## config.mk

```make
export PLATFORM = sky130hd
export DESIGN_NAME = sorted_bag_linked_table_core
export DESIGN_NICKNAME = d
export VERILOG_FILES = /design/src/rtl/core/sbl_pkg.sv /design/src/rtl/core/sbl_ram.sv /design/src/rtl/core/sbl_ctrl.sv /design/src/rtl/core/sbl_datapath.sv /design/src/rtl/core/sorted_bag_linked_table_core.sv
export SDC_FILE = /design/constraint.sdc
export NUM_CORES = 2
export LEC_CHECK = 0
export BUFFER_PORTS_ARGS = -buffer_cell sky130_fd_sc_hd__buf_2
export CAP_MARGIN = 20
export CORE_UTILIZATION = 40
export CTS_CLUSTER_SIZE = 10
export DETAILED_ROUTE_END_ITERATION = 8
export PLACE_DENSITY = 0.6
export SYNTH_ARGS = -nofsm -noshare
export SYNTH_HDL_FRONTEND = slang
export SYNTH_SLANG_ARGS = --single-unit
```

## constraint.sdc

```tcl
create_clock -name clk -period 12.2 [get_ports clk]
set_clock_uncertainty 0.05 [all_clocks]
set_input_delay 1.22 -clock clk [delete_from_list [all_inputs] [get_ports clk]]
set_output_delay 1.22 -clock clk [all_outputs]
set_load 0.01 [all_outputs]
```

## src/rtl/core/sbl_pkg.sv

```systemverilog
package sbl_pkg;

	localparam int CAPACITY_DEF = 64;
	localparam int DATA_W       = 32;
	localparam int OP_W         = 2;
	localparam int CNT_W        = 7;

	localparam logic [OP_W-1:0] OP_INSERT = 2'd0;
	localparam logic [OP_W-1:0] OP_REMOVE = 2'd1;
	localparam logic [OP_W-1:0] OP_COUNT  = 2'd2;

	// one strobe per controller step
	typedef struct packed {
		logic capture;
		logic start;
		logic pop;
		logic walk;
		logic link1;
		logic link2;
		logic rm1;
		logic rm2;
		logic finish;
	} sbl_cmd_t;

	typedef struct packed {
		logic [OP_W-1:0] op;
		logic            free_none;
		logic            head_none;
		logic            next_none;
		logic            hit_ge;
		logic            hit_eq;
	} sbl_stat_t;

endpackage

```

## src/rtl/core/sbl_ram.sv

```systemverilog
module sbl_ram #(
	parameter int WIDTH = 8,
	parameter int DEPTH = 64
) (
	input  logic                     clk,
	input  logic                     we,
	input  logic [$clog2(DEPTH)-1:0] waddr,
	input  logic [WIDTH-1:0]         wdata,
	input  logic [$clog2(DEPTH)-1:0] raddr,
	output logic [WIDTH-1:0]         rdata
);

	logic [WIDTH-1:0] mem_q [DEPTH];

	always_ff @(posedge clk) begin
		if (we) begin
			mem_q[waddr] <= wdata;
		end
		rdata <= mem_q[raddr];
	end

endmodule

```

## src/rtl/core/sbl_ctrl.sv

```systemverilog
module sbl_ctrl (
	input  logic              clk,
	input  logic              arst_n,
	input  logic              in_valid,
	output logic              in_stall,
	output logic              out_valid,
	input  logic              out_stall,
	input  sbl_pkg::sbl_stat_t stat,
	output sbl_pkg::sbl_cmd_t  cmd
);
	import sbl_pkg::*;

	typedef enum logic [8:0] {
		S_IDLE  = 9'b000000001,
		S_START = 9'b000000010,
		S_POP   = 9'b000000100,
		S_WALK  = 9'b000001000,
		S_LINK1 = 9'b000010000,
		S_LINK2 = 9'b000100000,
		S_RM1   = 9'b001000000,
		S_RM2   = 9'b010000000,
		S_DONE  = 9'b100000000
	} state_t;

	state_t state_q, state_d;
	logic   out_valid_q;
	logic   slot_free;

	assign slot_free = !out_valid_q || !out_stall;
	assign in_stall  = (state_q != S_IDLE);
	assign out_valid = out_valid_q;

	always_comb begin
		cmd         = '0;
		cmd.capture = (state_q == S_IDLE) && in_valid;
		cmd.start   = (state_q == S_START);
		cmd.pop     = (state_q == S_POP);
		cmd.walk    = (state_q == S_WALK);
		cmd.link1   = (state_q == S_LINK1);
		cmd.link2   = (state_q == S_LINK2);
		cmd.rm1     = (state_q == S_RM1);
		cmd.rm2     = (state_q == S_RM2);
		cmd.finish  = (state_q == S_DONE) && slot_free;
	end

	always_comb begin
		state_d = state_q;
		case (state_q)
			S_IDLE: begin
				if (in_valid) state_d = S_START;
			end
			S_START: begin
				if (stat.op == OP_INSERT) begin
					state_d = stat.free_none ? S_DONE : S_POP;
				end else if (stat.op == OP_REMOVE || stat.op == OP_COUNT) begin
					state_d = stat.head_none ? S_DONE : S_WALK;
				end else begin
					state_d = S_DONE;
				end
			end
			S_POP: begin
				state_d = stat.head_none ? S_LINK1 : S_WALK;
			end
			S_WALK: begin
				if (stat.op == OP_INSERT) begin
					if (stat.hit_ge || stat.next_none) state_d = S_LINK1;
				end else if (stat.op == OP_REMOVE) begin
					if (stat.hit_eq) state_d = S_RM1;
					else if (stat.next_none) state_d = S_DONE;
				end else begin
					if (stat.next_none) state_d = S_DONE;
				end
			end
			S_LINK1: state_d = S_LINK2;
			S_LINK2: state_d = S_DONE;
			S_RM1:   state_d = S_RM2;
			S_RM2:   state_d = S_DONE;
			S_DONE: begin
				if (slot_free) state_d = S_IDLE;
			end
			default: state_d = S_IDLE;
		endcase
	end

	always_ff @(posedge clk or negedge arst_n) begin
		if (!arst_n) begin
			state_q     <= S_IDLE;
			out_valid_q <= 1'b0;
		end else begin
			state_q <= state_d;
			if (cmd.finish) out_valid_q <= 1'b1;
			else if (!out_stall) out_valid_q <= 1'b0;
		end
	end

endmodule

```

## src/rtl/core/sbl_datapath.sv

```systemverilog
module sbl_datapath #(
	parameter int CAPACITY = sbl_pkg::CAPACITY_DEF
) (
	input  logic                         clk,
	input  logic                         arst_n,
	input  logic [sbl_pkg::OP_W-1:0]     operation,
	input  logic signed [sbl_pkg::DATA_W-1:0] value,
	input  sbl_pkg::sbl_cmd_t            cmd,
	output sbl_pkg::sbl_stat_t           stat,
	output logic                         ok,
	output logic [sbl_pkg::CNT_W-1:0]    occurrences,
	output logic [sbl_pkg::CNT_W-1:0]    size
);
	import sbl_pkg::*;

	localparam int SW = $clog2(CAPACITY + 1);
	localparam int AW = $clog2(CAPACITY);
	localparam logic [SW-1:0] NONE = SW'(CAPACITY);

	logic [OP_W-1:0]   op_q;
	logic [DATA_W-1:0] val_q;
	logic [SW-1:0]     head_q, free_q, count_q, fill_q;
	logic [SW-1:0]     cur_q, n_q, a_q, b_q, occ_q, rd_addr_q;
	logic              ok_q;

	logic [SW-1:0]     raddr, rd_next, next_ram;
	logic [SW-1:0]     prev_rd;
	logic [DATA_W-1:0] elem_rd;

	logic              nx_we, pv_we;
	logic [SW-1:0]     nx_wa, nx_wd, pv_wa, pv_wd;
	logic              a_slot, b_slot;

	assign a_slot = a_q < NONE;
	assign b_slot = b_q < NONE;

	// slots at or above the fill mark were never written: they still chain to i+1
	assign rd_next = (rd_addr_q >= fill_q) ? rd_addr_q + 1'b1 : next_ram;

	always_comb begin
		raddr = cur_q;
		if (cmd.start) raddr = (op_q == OP_INSERT) ? free_q : head_q;
		else if (cmd.pop) raddr = head_q;
		else if (cmd.walk) raddr = rd_next;
	end

	always_comb begin
		nx_we = 1'b0; nx_wa = n_q; nx_wd = a_q;
		pv_we = 1'b0; pv_wa = n_q; pv_wd = b_q;
		if (cmd.link1) begin
			nx_we = 1'b1; pv_we = 1'b1;
		end else if (cmd.link2) begin
			nx_we = b_slot; nx_wa = b_q; nx_wd = n_q;
			pv_we = a_slot; pv_wa = a_q; pv_wd = n_q;
		end else if (cmd.rm1) begin
			nx_we = 1'b1; nx_wd = free_q;
			pv_we = a_slot; pv_wa = a_q; pv_wd = b_q;
		end else if (cmd.rm2) begin
			nx_we = b_slot; nx_wa = b_q; nx_wd = a_q;
		end
	end

	sbl_ram #(.WIDTH(SW), .DEPTH(CAPACITY)) u_next (
		.clk(clk), .we(nx_we), .waddr(nx_wa[AW-1:0]), .wdata(nx_wd),
		.raddr(raddr[AW-1:0]), .rdata(next_ram)
	);

	sbl_ram #(.WIDTH(SW), .DEPTH(CAPACITY)) u_prev (
		.clk(clk), .we(pv_we), .waddr(pv_wa[AW-1:0]), .wdata(pv_wd),
		.raddr(raddr[AW-1:0]), .rdata(prev_rd)
	);

	sbl_ram #(.WIDTH(DATA_W), .DEPTH(CAPACITY)) u_elem (
		.clk(clk), .we(cmd.pop), .waddr(n_q[AW-1:0]), .wdata(val_q),
		.raddr(raddr[AW-1:0]), .rdata(elem_rd)
	);

	always_comb begin
		stat.op        = op_q;
		stat.free_none = !(free_q < NONE);
		stat.head_none = !(head_q < NONE);
		stat.next_none = !(rd_next < NONE);
		stat.hit_ge    = $signed(val_q) >= $signed(elem_rd);
		stat.hit_eq    = val_q == elem_rd;
	end

	always_ff @(posedge clk or negedge arst_n) begin
		if (!arst_n) begin
			head_q  <= NONE;
			free_q  <= '0;
			count_q <= '0;
			fill_q  <= '0;
		end else begin
			if (cmd.pop) begin
				free_q <= rd_next;
				if (rd_addr_q >= fill_q) fill_q <= rd_addr_q + 1'b1;
			end
			if (cmd.link2) begin
				if (!b_slot) head_q <= n_q;
				count_q <= count_q + 1'b1;
			end
			if (cmd.rm1) begin
				free_q <= n_q;
				if (!b_slot) head_q <= a_q;
				count_q <= count_q - 1'b1;
			end
		end
	end

	// working registers of the current transaction
	always_ff @(posedge clk) begin
		rd_addr_q <= raddr;
		if (cmd.capture) begin
			op_q  <= operation;
			val_q <= value;
			ok_q  <= 1'b0;
			occ_q <= '0;
		end
		if (cmd.start) begin
			n_q   <= free_q;
			cur_q <= head_q;
		end
		if (cmd.pop) begin
			cur_q <= head_q;
			a_q   <= NONE;
			b_q   <= NONE;
		end
		if (cmd.walk) begin
			cur_q <= rd_next;
			if (op_q == OP_INSERT) begin
				a_q <= stat.hit_ge ? cur_q : NONE;
				b_q <= stat.hit_ge ? prev_rd : cur_q;
			end else if (op_q == OP_REMOVE) begin
				n_q <= cur_q;
				a_q <= rd_next;
				b_q <= prev_rd;
			end else if (stat.hit_eq) begin
				occ_q <= occ_q + 1'b1;
				ok_q  <= 1'b1;
			end
		end
		if (cmd.link2 || cmd.rm1) ok_q <= 1'b1;
		if (cmd.finish) begin
			ok          <= ok_q;
			occurrences <= CNT_W'(occ_q);
			size        <= CNT_W'(count_q);
		end
	end

endmodule

```

## src/rtl/core/sorted_bag_linked_table_core.sv

```systemverilog
// Sorted multiset of signed 32-bit values, kept as a doubly linked list in
// descending order with a free list of slots.
// Input channel (in_valid / in_stall, operation, value): a transaction is
// taken when in_valid is high and in_stall low. operation selects insert,
// remove one occurrence or count occurrences.
// Output channel (out_valid / out_stall, ok, occurrences, size): one result
// transaction per input transaction, in order.
// A transaction that searches the list walks it through one read port per
// table, one node per cycle. One transaction is worked at a time.
// in_stall is high while a transaction is being worked; a new one is taken
// while the previous result still waits in the output register.
// Reset empties the list at once: no clearing pass, never-used slots are
// tracked by a fill mark. When the receiver stalls the result holds, and the
// block finishes its next transaction and waits before delivering it.
module sorted_bag_linked_table_core #(
	parameter int CAPACITY = sbl_pkg::CAPACITY_DEF
) (
	input  logic                              clk,
	input  logic                              arst_n,
	input  logic                              in_valid,
	output logic                              in_stall,
	input  logic [sbl_pkg::OP_W-1:0]          operation,
	input  logic signed [sbl_pkg::DATA_W-1:0] value,
	output logic                              out_valid,
	input  logic                              out_stall,
	output logic                              ok,
	output logic [sbl_pkg::CNT_W-1:0]         occurrences,
	output logic [sbl_pkg::CNT_W-1:0]         size
);
	import sbl_pkg::*;

	sbl_cmd_t  cmd;
	sbl_stat_t stat;

	// sequence the walk and relink steps
	sbl_ctrl u_ctrl (
		.clk(clk), .arst_n(arst_n),
		.in_valid(in_valid), .in_stall(in_stall),
		.out_valid(out_valid), .out_stall(out_stall),
		.stat(stat), .cmd(cmd)
	);

	// link tables, list pointers and result register
	sbl_datapath #(.CAPACITY(CAPACITY)) u_dp (
		.clk(clk), .arst_n(arst_n),
		.operation(operation), .value(value),
		.cmd(cmd), .stat(stat),
		.ok(ok), .occurrences(occurrences), .size(size)
	);

endmodule

```

==> After elaboration in Yosys (flattened, before gate mapping) <==
Memory sizes are Yosys's and may differ from the RTL's. A register that Yosys moved wholly into a read port is not among the register bits.
Cells that the tools add are included.
{ "word_totals": {"input_bits": 38, "output_inout_bits": 17, "n_memories": 3, "latchBits": 0, "ramBits": 2944, "reg_bits": 130, "mem_bits_ro": 0} }
{ "op_classes": {"n_div": 0, "eq_ne": 17, "shifts": 0, "magnitude_cmp": 7, "addsub": 4, "bitwise_logic": 0, "reduce_logical": 16, "mul": 0, "n_mux": 80} }
{ "memory_table": {"columns": ["name", "depth", "width", "rd", "rd_ports_with_merged_regs", "wr", "line_no", "text"], "rows": [
  ["u_dp.u_elem.mem_q", 64, 32, 1, 1, 1, "sbl_ram.sv:13", "logic [WIDTH-1:0] mem_q [DEPTH];"],
  ["u_dp.u_next.mem_q", 64, 7, 1, 1, 1, "sbl_ram.sv:13", null],
  ["u_dp.u_prev.mem_q", 64, 7, 1, 1, 1, "sbl_ram.sv:13", null]
]} }
{ "ops": {"columns": ["cell", "n"], "rows": [
  ["two-way mux 7 bit", 40],
  ["two-way mux 9 bit", 11],
  ["case mux 9 bit (8 select lines)", 1],
  ["two-way mux 6 bit", 7],
  ["< comparator 7 bit (second input constant)", 5],
  ["equality test 32 bit", 1],
  [">= comparator 32 bit", 1],
  ["adder 7 x 1 -> 7 bit (second input constant)", 3],
  ["two-way mux 1 bit", 20],
  ["equality test 9 x 1 -> 1 bit (second input constant)", 1],
  ["equality test 9 x 2 -> 1 bit (second input constant)", 1],
  ["equality test 9 x 3 -> 1 bit (second input constant)", 1],
  ["equality test 9 x 4 -> 1 bit (second input constant)", 1],
  ["equality test 9 x 5 -> 1 bit (second input constant)", 1],
  ["equality test 9 x 6 -> 1 bit (second input constant)", 1],
  ["equality test 9 x 7 -> 1 bit (second input constant)", 1],
  ["equality test 9 x 8 -> 1 bit (second input constant)", 1],
  ["equality test 9 bit (second input constant)", 1],
  ["inequality test 9 x 1 -> 1 bit (second input constant)", 1],
  [">= comparator 7 bit", 1],
  ["subtractor 7 x 1 -> 7 bit (second input constant)", 1],
  ["two-way mux 5 bit", 1],
  ["logical OR 1 bit", 4],
  ["inequality test 2 x 1 -> 1 bit (second input constant)", 2],
  ["12 further kinds", 16]
]} }

==> Longest topological paths before layout <==
{ "depth": {"depth_word": 8, "ltp_mapped": 16, "mapped_depth_nobuf": 12} }

==> Modules after synthesis <==
A second synthesis with hierarchy kept.
{ "hier_totals": {"cells_unflattened": 5737, "hier_area_um2": 121094.9} }
{ "by_module_without_submodules": {"columns": ["mod", "area_per_inst_um2", "seq_area_each_um2", "instances", "cells_per_inst"], "rows": [
  ["sbl_ram (u_dp.u_elem)", 78515.3, 62139.6, 1, 3324],
  ["sbl_ram (u_dp.u_next ...)", 17635.7, 13593.0, 2, 827],
  ["sbl_datapath", 6620.1, 3104.2, 1, 682],
  ["sbl_ctrl", 688.2, 251.5, 1, 77]
]} }

==> Worst setup path after synthesis <==
Ideal clock, no wire load.
{ "synth_timing": {"path_type": "reg2reg", "from": "reg u_ctrl.state_q[6]", "to": "mem u_dp.u_elem.mem_q[31][0] (netlist name) (enable)", "slack_ns": 8.236, "stages_incl_launch_ff": 9, "path_buffers": 3, "setup_time_ns": 0.421, "synth_period_minus_slack_ns": 3.964, "t_arrival_ns": 3.493, "cell_sequence": "dfrtp_1 -> or4_1 -> buf_4 -> nor3_2 -> nand2_1 -> clkbuf_1 -> or3_1 -> clkbuf_1 -> nor2_1"} }
{ "synth_between": {"elab_chain_len": 3} }
{ "synth_lines": {"columns": ["item", "line_no", "text"], "rows": [
  ["start, declared", "sbl_ctrl.sv:25", "state_t state_q, state_d;"],
  ["start signal, assigned", "sbl_ctrl.sv:90", "state_q <= state_d;"],
  ["equality test 9 x 3 -> 1 bit", "sbl_ctrl.sv:37", "cmd.pop = (state_q == S_POP);"],
  ["two-way mux 1 bit", "sbl_ram.sv:16", "if (we) begin"],
  ["two-way mux 1 bit (not written as such)", "sbl_ram.sv:17", "mem_q[waddr] <= wdata;"],
  ["end, declared", "sbl_ram.sv:13", null]
]} }
No other way between the ends.

==> Final worst setup path <==
{ "layout_timing": {"from": "reg u_ctrl.state_q[3]", "to": "reg u_dp.u_elem.rdata[30], read port of u_dp.u_elem.mem_q"} }
{ "layout_between": {"elab_chain_len": 4, "elab_cells_between_ends": 6, "cone_classes": "eq/ne (3); mux (3)"} }
{ "layout_lines": {"columns": ["item", "line_no", "text"], "rows": [
  ["equality test 9 x 4 -> 1 bit", "sbl_ctrl.sv:38", "cmd.walk = (state_q == S_WALK);"],
  ["two-way mux 7 bit", "sbl_datapath.sv:44", "else if (cmd.walk) raddr = rd_next;"],
  ["two-way mux 7 bit", "sbl_datapath.sv:43", "else if (cmd.pop) raddr = head_q;"],
  ["two-way mux 7 bit (*)", "sbl_datapath.sv:42", "if (cmd.start) raddr = (op_q == OP_INSERT) ? free_q : head_q;"],
  ["end, declared", "sbl_ram.sv:10", "output logic [WIDTH-1:0] rdata"]
]} }
Mark *: on every way between the ends. The rest lies on a longest branch, timed or not.
A chain may end at the register's enable or synchronous reset.

==> impl_results.md <==
- Post-route setup TNS: 0 ps
- Count of nets after finishing: 9432
- Crit path DAT: 7590 ps
- Initial DRT Pass Iterations: 5
- CP peak stage delay: 860 ps
- Power share of the clock group: 28.4%
- Post-route minimum period: 6810 ps
- Largest delay contributor family on the critical path: buffers and inverters
- DRC violation total after the first TritonRoute iteration: 11477
- Fmax: 147 MHz
- Seq cells post-synth: 3120
- Power, Total: 34.2 mW
- First-pass GRT wire length: 583000 microns
- Area fraction in and, or, nand and nor cells after synthesis: 12.7%
- Core footprint: 0.322 sq mm
- Setup repair after global routing missed its margin: false
- Total wire length after detailed routing: 407000 microns
- Wire length per cell: 29.4 microns
- Number of clock buffers inserted by TritonCTS: 360
- Hold path cells: 0
- Most used flip-flop cell after synthesis: edfxtp_1
- Post-synthesis compound-gate area fraction: 9.35%
- Critical path class: reg -> reg
- HPWL after DPL: 217000 microns
- DRC viols: 0
- GRT Total Usage: 24.3%
- Starting utilization of the core area: 40.3%
- Async SR Flop Fraction: 1.22%
- Clock slew seen by the registers of the worst setup and hold paths: 60 ps
- Number of enable-type register cells in the synthesized netlist: 3000
- Via density: 6.16
- Met3 usage: 4.59%
- Post-synth top area share: 69.4%
- Post-CTS Hold Buffers: 0
- Final number of max-transition violations: 145
- Dominant combinational cell family by area after synthesis: simple AND/OR/NAND/NOR gates
- # clock sinks: 3120
- Largest buffer count on any clock path: 4
- Total number of vias: 85492
- Quantity of gates resized following cts: 0
- Syn_nets: 9518
- Port Buffers: 54
- Arithmetic-cell share of the synthesized area counting full adders, half adders and majority gates: 0.478%
- Cell depth of the worst flop-to-flop path: 13
- Antenna violations before repair: 15
- Worst slew margin relative to its limit: -6.67%
- Routability Congestion: 0.858
- Crit-path max FO: 81
- Die Span Y: 572 microns
- Most common library cell in the layout ignoring fill and taps: edfxtp_1
- Mux cell area share after synthesis: 3.07%
- Syn avg cell area: 13.8 sq um
- Final Hold Violating Endpoints: 0
- CTS tree: built
- Via count of the first global-routing pass: 82408
- Final Setup Violations: 0
- Violated checks: max-slew violations
- Crit path capture type: register
- Commonest cells after routing, fill and taps aside: edfxtp_1 (3000), nand2_1 (1450), nand3_1 (664)
- Final period util: 55.8%
- Number of placed I/O pins: 55
- Switching Fraction: 37.6%
- Overflow left after global routing: 0
- Cell type with the highest aggregate area in the netlist: edfxtp_1
- Kind of launch point of the worst setup path: register
- Sequential cell area fraction in the yosys report: 71.4%
- Classification of the worst-slack hold path: reg -> reg
- Count of yosys warnings during synthesis: 0
- Top cell by count, worst path: buf_4
- Max H-tree Level: 5
- Chip width: 572 microns
- Global routing usage on met2: 38.7%
- Cell area after synthesis: 0.130 sq mm
- Cells after synthesis: 9431
- Distinct cell type count of the synthesized netlist: 81
- Maximum ir drop on the vdd rail: 234 uV
- Clock insertion delay at the later pin of the skew report: 920 ps
- Worst Path Required: 12980 ps
- Max-Cap Viols: 0
- Number of cells after detailed placement: 13285
- Detail Route Antenna Nets: 0
- Cell-by-cell listing of the critical path: buf_4, inv_1, a41o_1, a222oi_1, o211a_4, buf_4, buf_4, buf_4, nand2_1, a32oi_1, a22o_1, o31ai_1, nand4_1
- Largest net degree at the start of global routing: 208
- P per Cell Area: 235 mW/mm^2
- Xor and xnor area share after synthesis: 0.0877%
- Fraction of final layout cells with drive strength greater than 1: 8.94%
- CP Depth: 13
- GR met1 Demand/Resource: 33.3%
- Final standard cell count with taps included and fillers excluded: 13874
- Top cells by area in the synthesized netlist: edfxtp_1 (69%), nand2_1 (4.2%), a211oi_1 (3.2%), mux2i_1 (2.9%), and3_1 (2.6%)
- Area enclosed by the die boundary: 0.327 sq mm
- GRT Max-Usage Layer: met2
- Row count: 208
- Post-CTS setup buffer count: 0
- Cell-internal power: 21.3 mW
- Switching power of the nets: 12.8 mW
- Sequential power share: 37.4%
- Cell at the root of the clock tree: clkbuf_16
- Comb power frac: 34.2%
- Count of buffering cells on the critical path with inverters included: 5
- Outcome: complete, but fails checks
- Slew @ Worst Pin: 1600 ps
- Static leakage power: 50.1 nW
- Area Overhead vs Synth: 12.1%
- Critical path's slowest cell: dfrtp_4
==> kinds of logic (layout without fill, tap and decap cells) <==
kind of cell	Yosys count	count (layout)
AOI/OAI and AO/OA	1527	1527
xor gates and xnor gates	13	13
adders and majority gates	49	49
buffers and inverters	910	1042
DFF	3120	3120
muxes	395	395
other	0	6
and+or+nand+nor	3417	3417
==> per-layer routing <==
| metal | wire length [microns] | vias up |
|---|---|---|
| met3 | 39200 | 730 |
| li1 | - | 36508 |
| met2 | 189000 | 4433 |
| met5 | 35 | - |
| met4 | 13600 | 6 |
| met1 | 165000 | 43815 |
==> flip-flops by register name, indices dropped and copies added (netlist names), 9 cells and up, named ones only <==
| register | cells |
|---|---|
| u_dp.u_elem.mem_q | 2048 |
| u_dp.u_next.mem_q | 448 |
| u_dp.u_prev.mem_q | 448 |
| u_dp.u_elem.rdata | 32 |
| u_dp.val_q | 32 |
| u_ctrl.state_q | 9 |
==> power by group through the flow <==
stage	Sequential [mW]	Clock, mW	Combinational [mW]
final	12.8	9.71	11.7
after global routing	12.8	10.2	12.3
after CTS	12.7	9.81	11.5
after detailed placement	13.0	0	11.5
after global placement	13.0	0	11.3
after floorplan	13.1	0	6.92
==> final cells by class <==
type,instances,area (sq um)
antenna,6,15.0
clock buffer,554,9910
clock inverter,26,348
fill,28052,176000
inverter,167,661
multi-input combinational,5401,34200
sequential,3120,92700
tap,4305,5390
timing repair buffer,295,2270
==> Yosys cell counts (47+ instances only) <==
cell type / count
edfxtp_1: 3000
nand2_1: 1459
nand3_1: 664
a211oi_1: 556
and3_1: 547
clkbuf_1: 502
mux2i_1: 379
a22o_1: 333
nor4_1: 316
a32oi_1: 281
nor2_1: 245
buf_2: 176
inv_1: 161
o31ai_1: 94
dfxtp_1: 82
o21ai_0: 62
nand4_1: 58
ha_1: 48
buf_1: 47
==> worst paths after layout <==
path	start	slack [ps]	endpoint
max	u_ctrl.state_q[3]	5390	u_dp.u_elem.rdata[30]
min	u_dp.ok_q	400	u_dp.ok
max reg2reg	u_ctrl.state_q[3]	5390	u_dp.u_elem.rdata[30]
min reg2reg	u_dp.ok_q	400	u_dp.ok
max in group asynchronous	arst_n	11170	u_ctrl.state_q[3]
min in group asynchronous	arst_n	410	u_dp.count_q[0]
==> metrics by stage <==
| stage | hold WS, ps | setup slack [ps] | instance area (sq um) | util [%] |
|---|---|---|---|---|
| 2_1_floorplan | 358 | 8240 | 130000 | - |
| 3_3_place_gp | 385 | 5470 | 135000 | 42.0 |
| 3_5_place_dp | 387 | 5410 | 135000 | 42.0 |
| 4_1_cts | 369 | 5420 | 145000 | 45.2 |
| 5_1_grt | 411 | 5060 | 145000 | 45.2 |
| 6_report | 397 | 5390 | 145000 | 45.2 |
No activity file was read; power rests on OpenSTA's default activity.
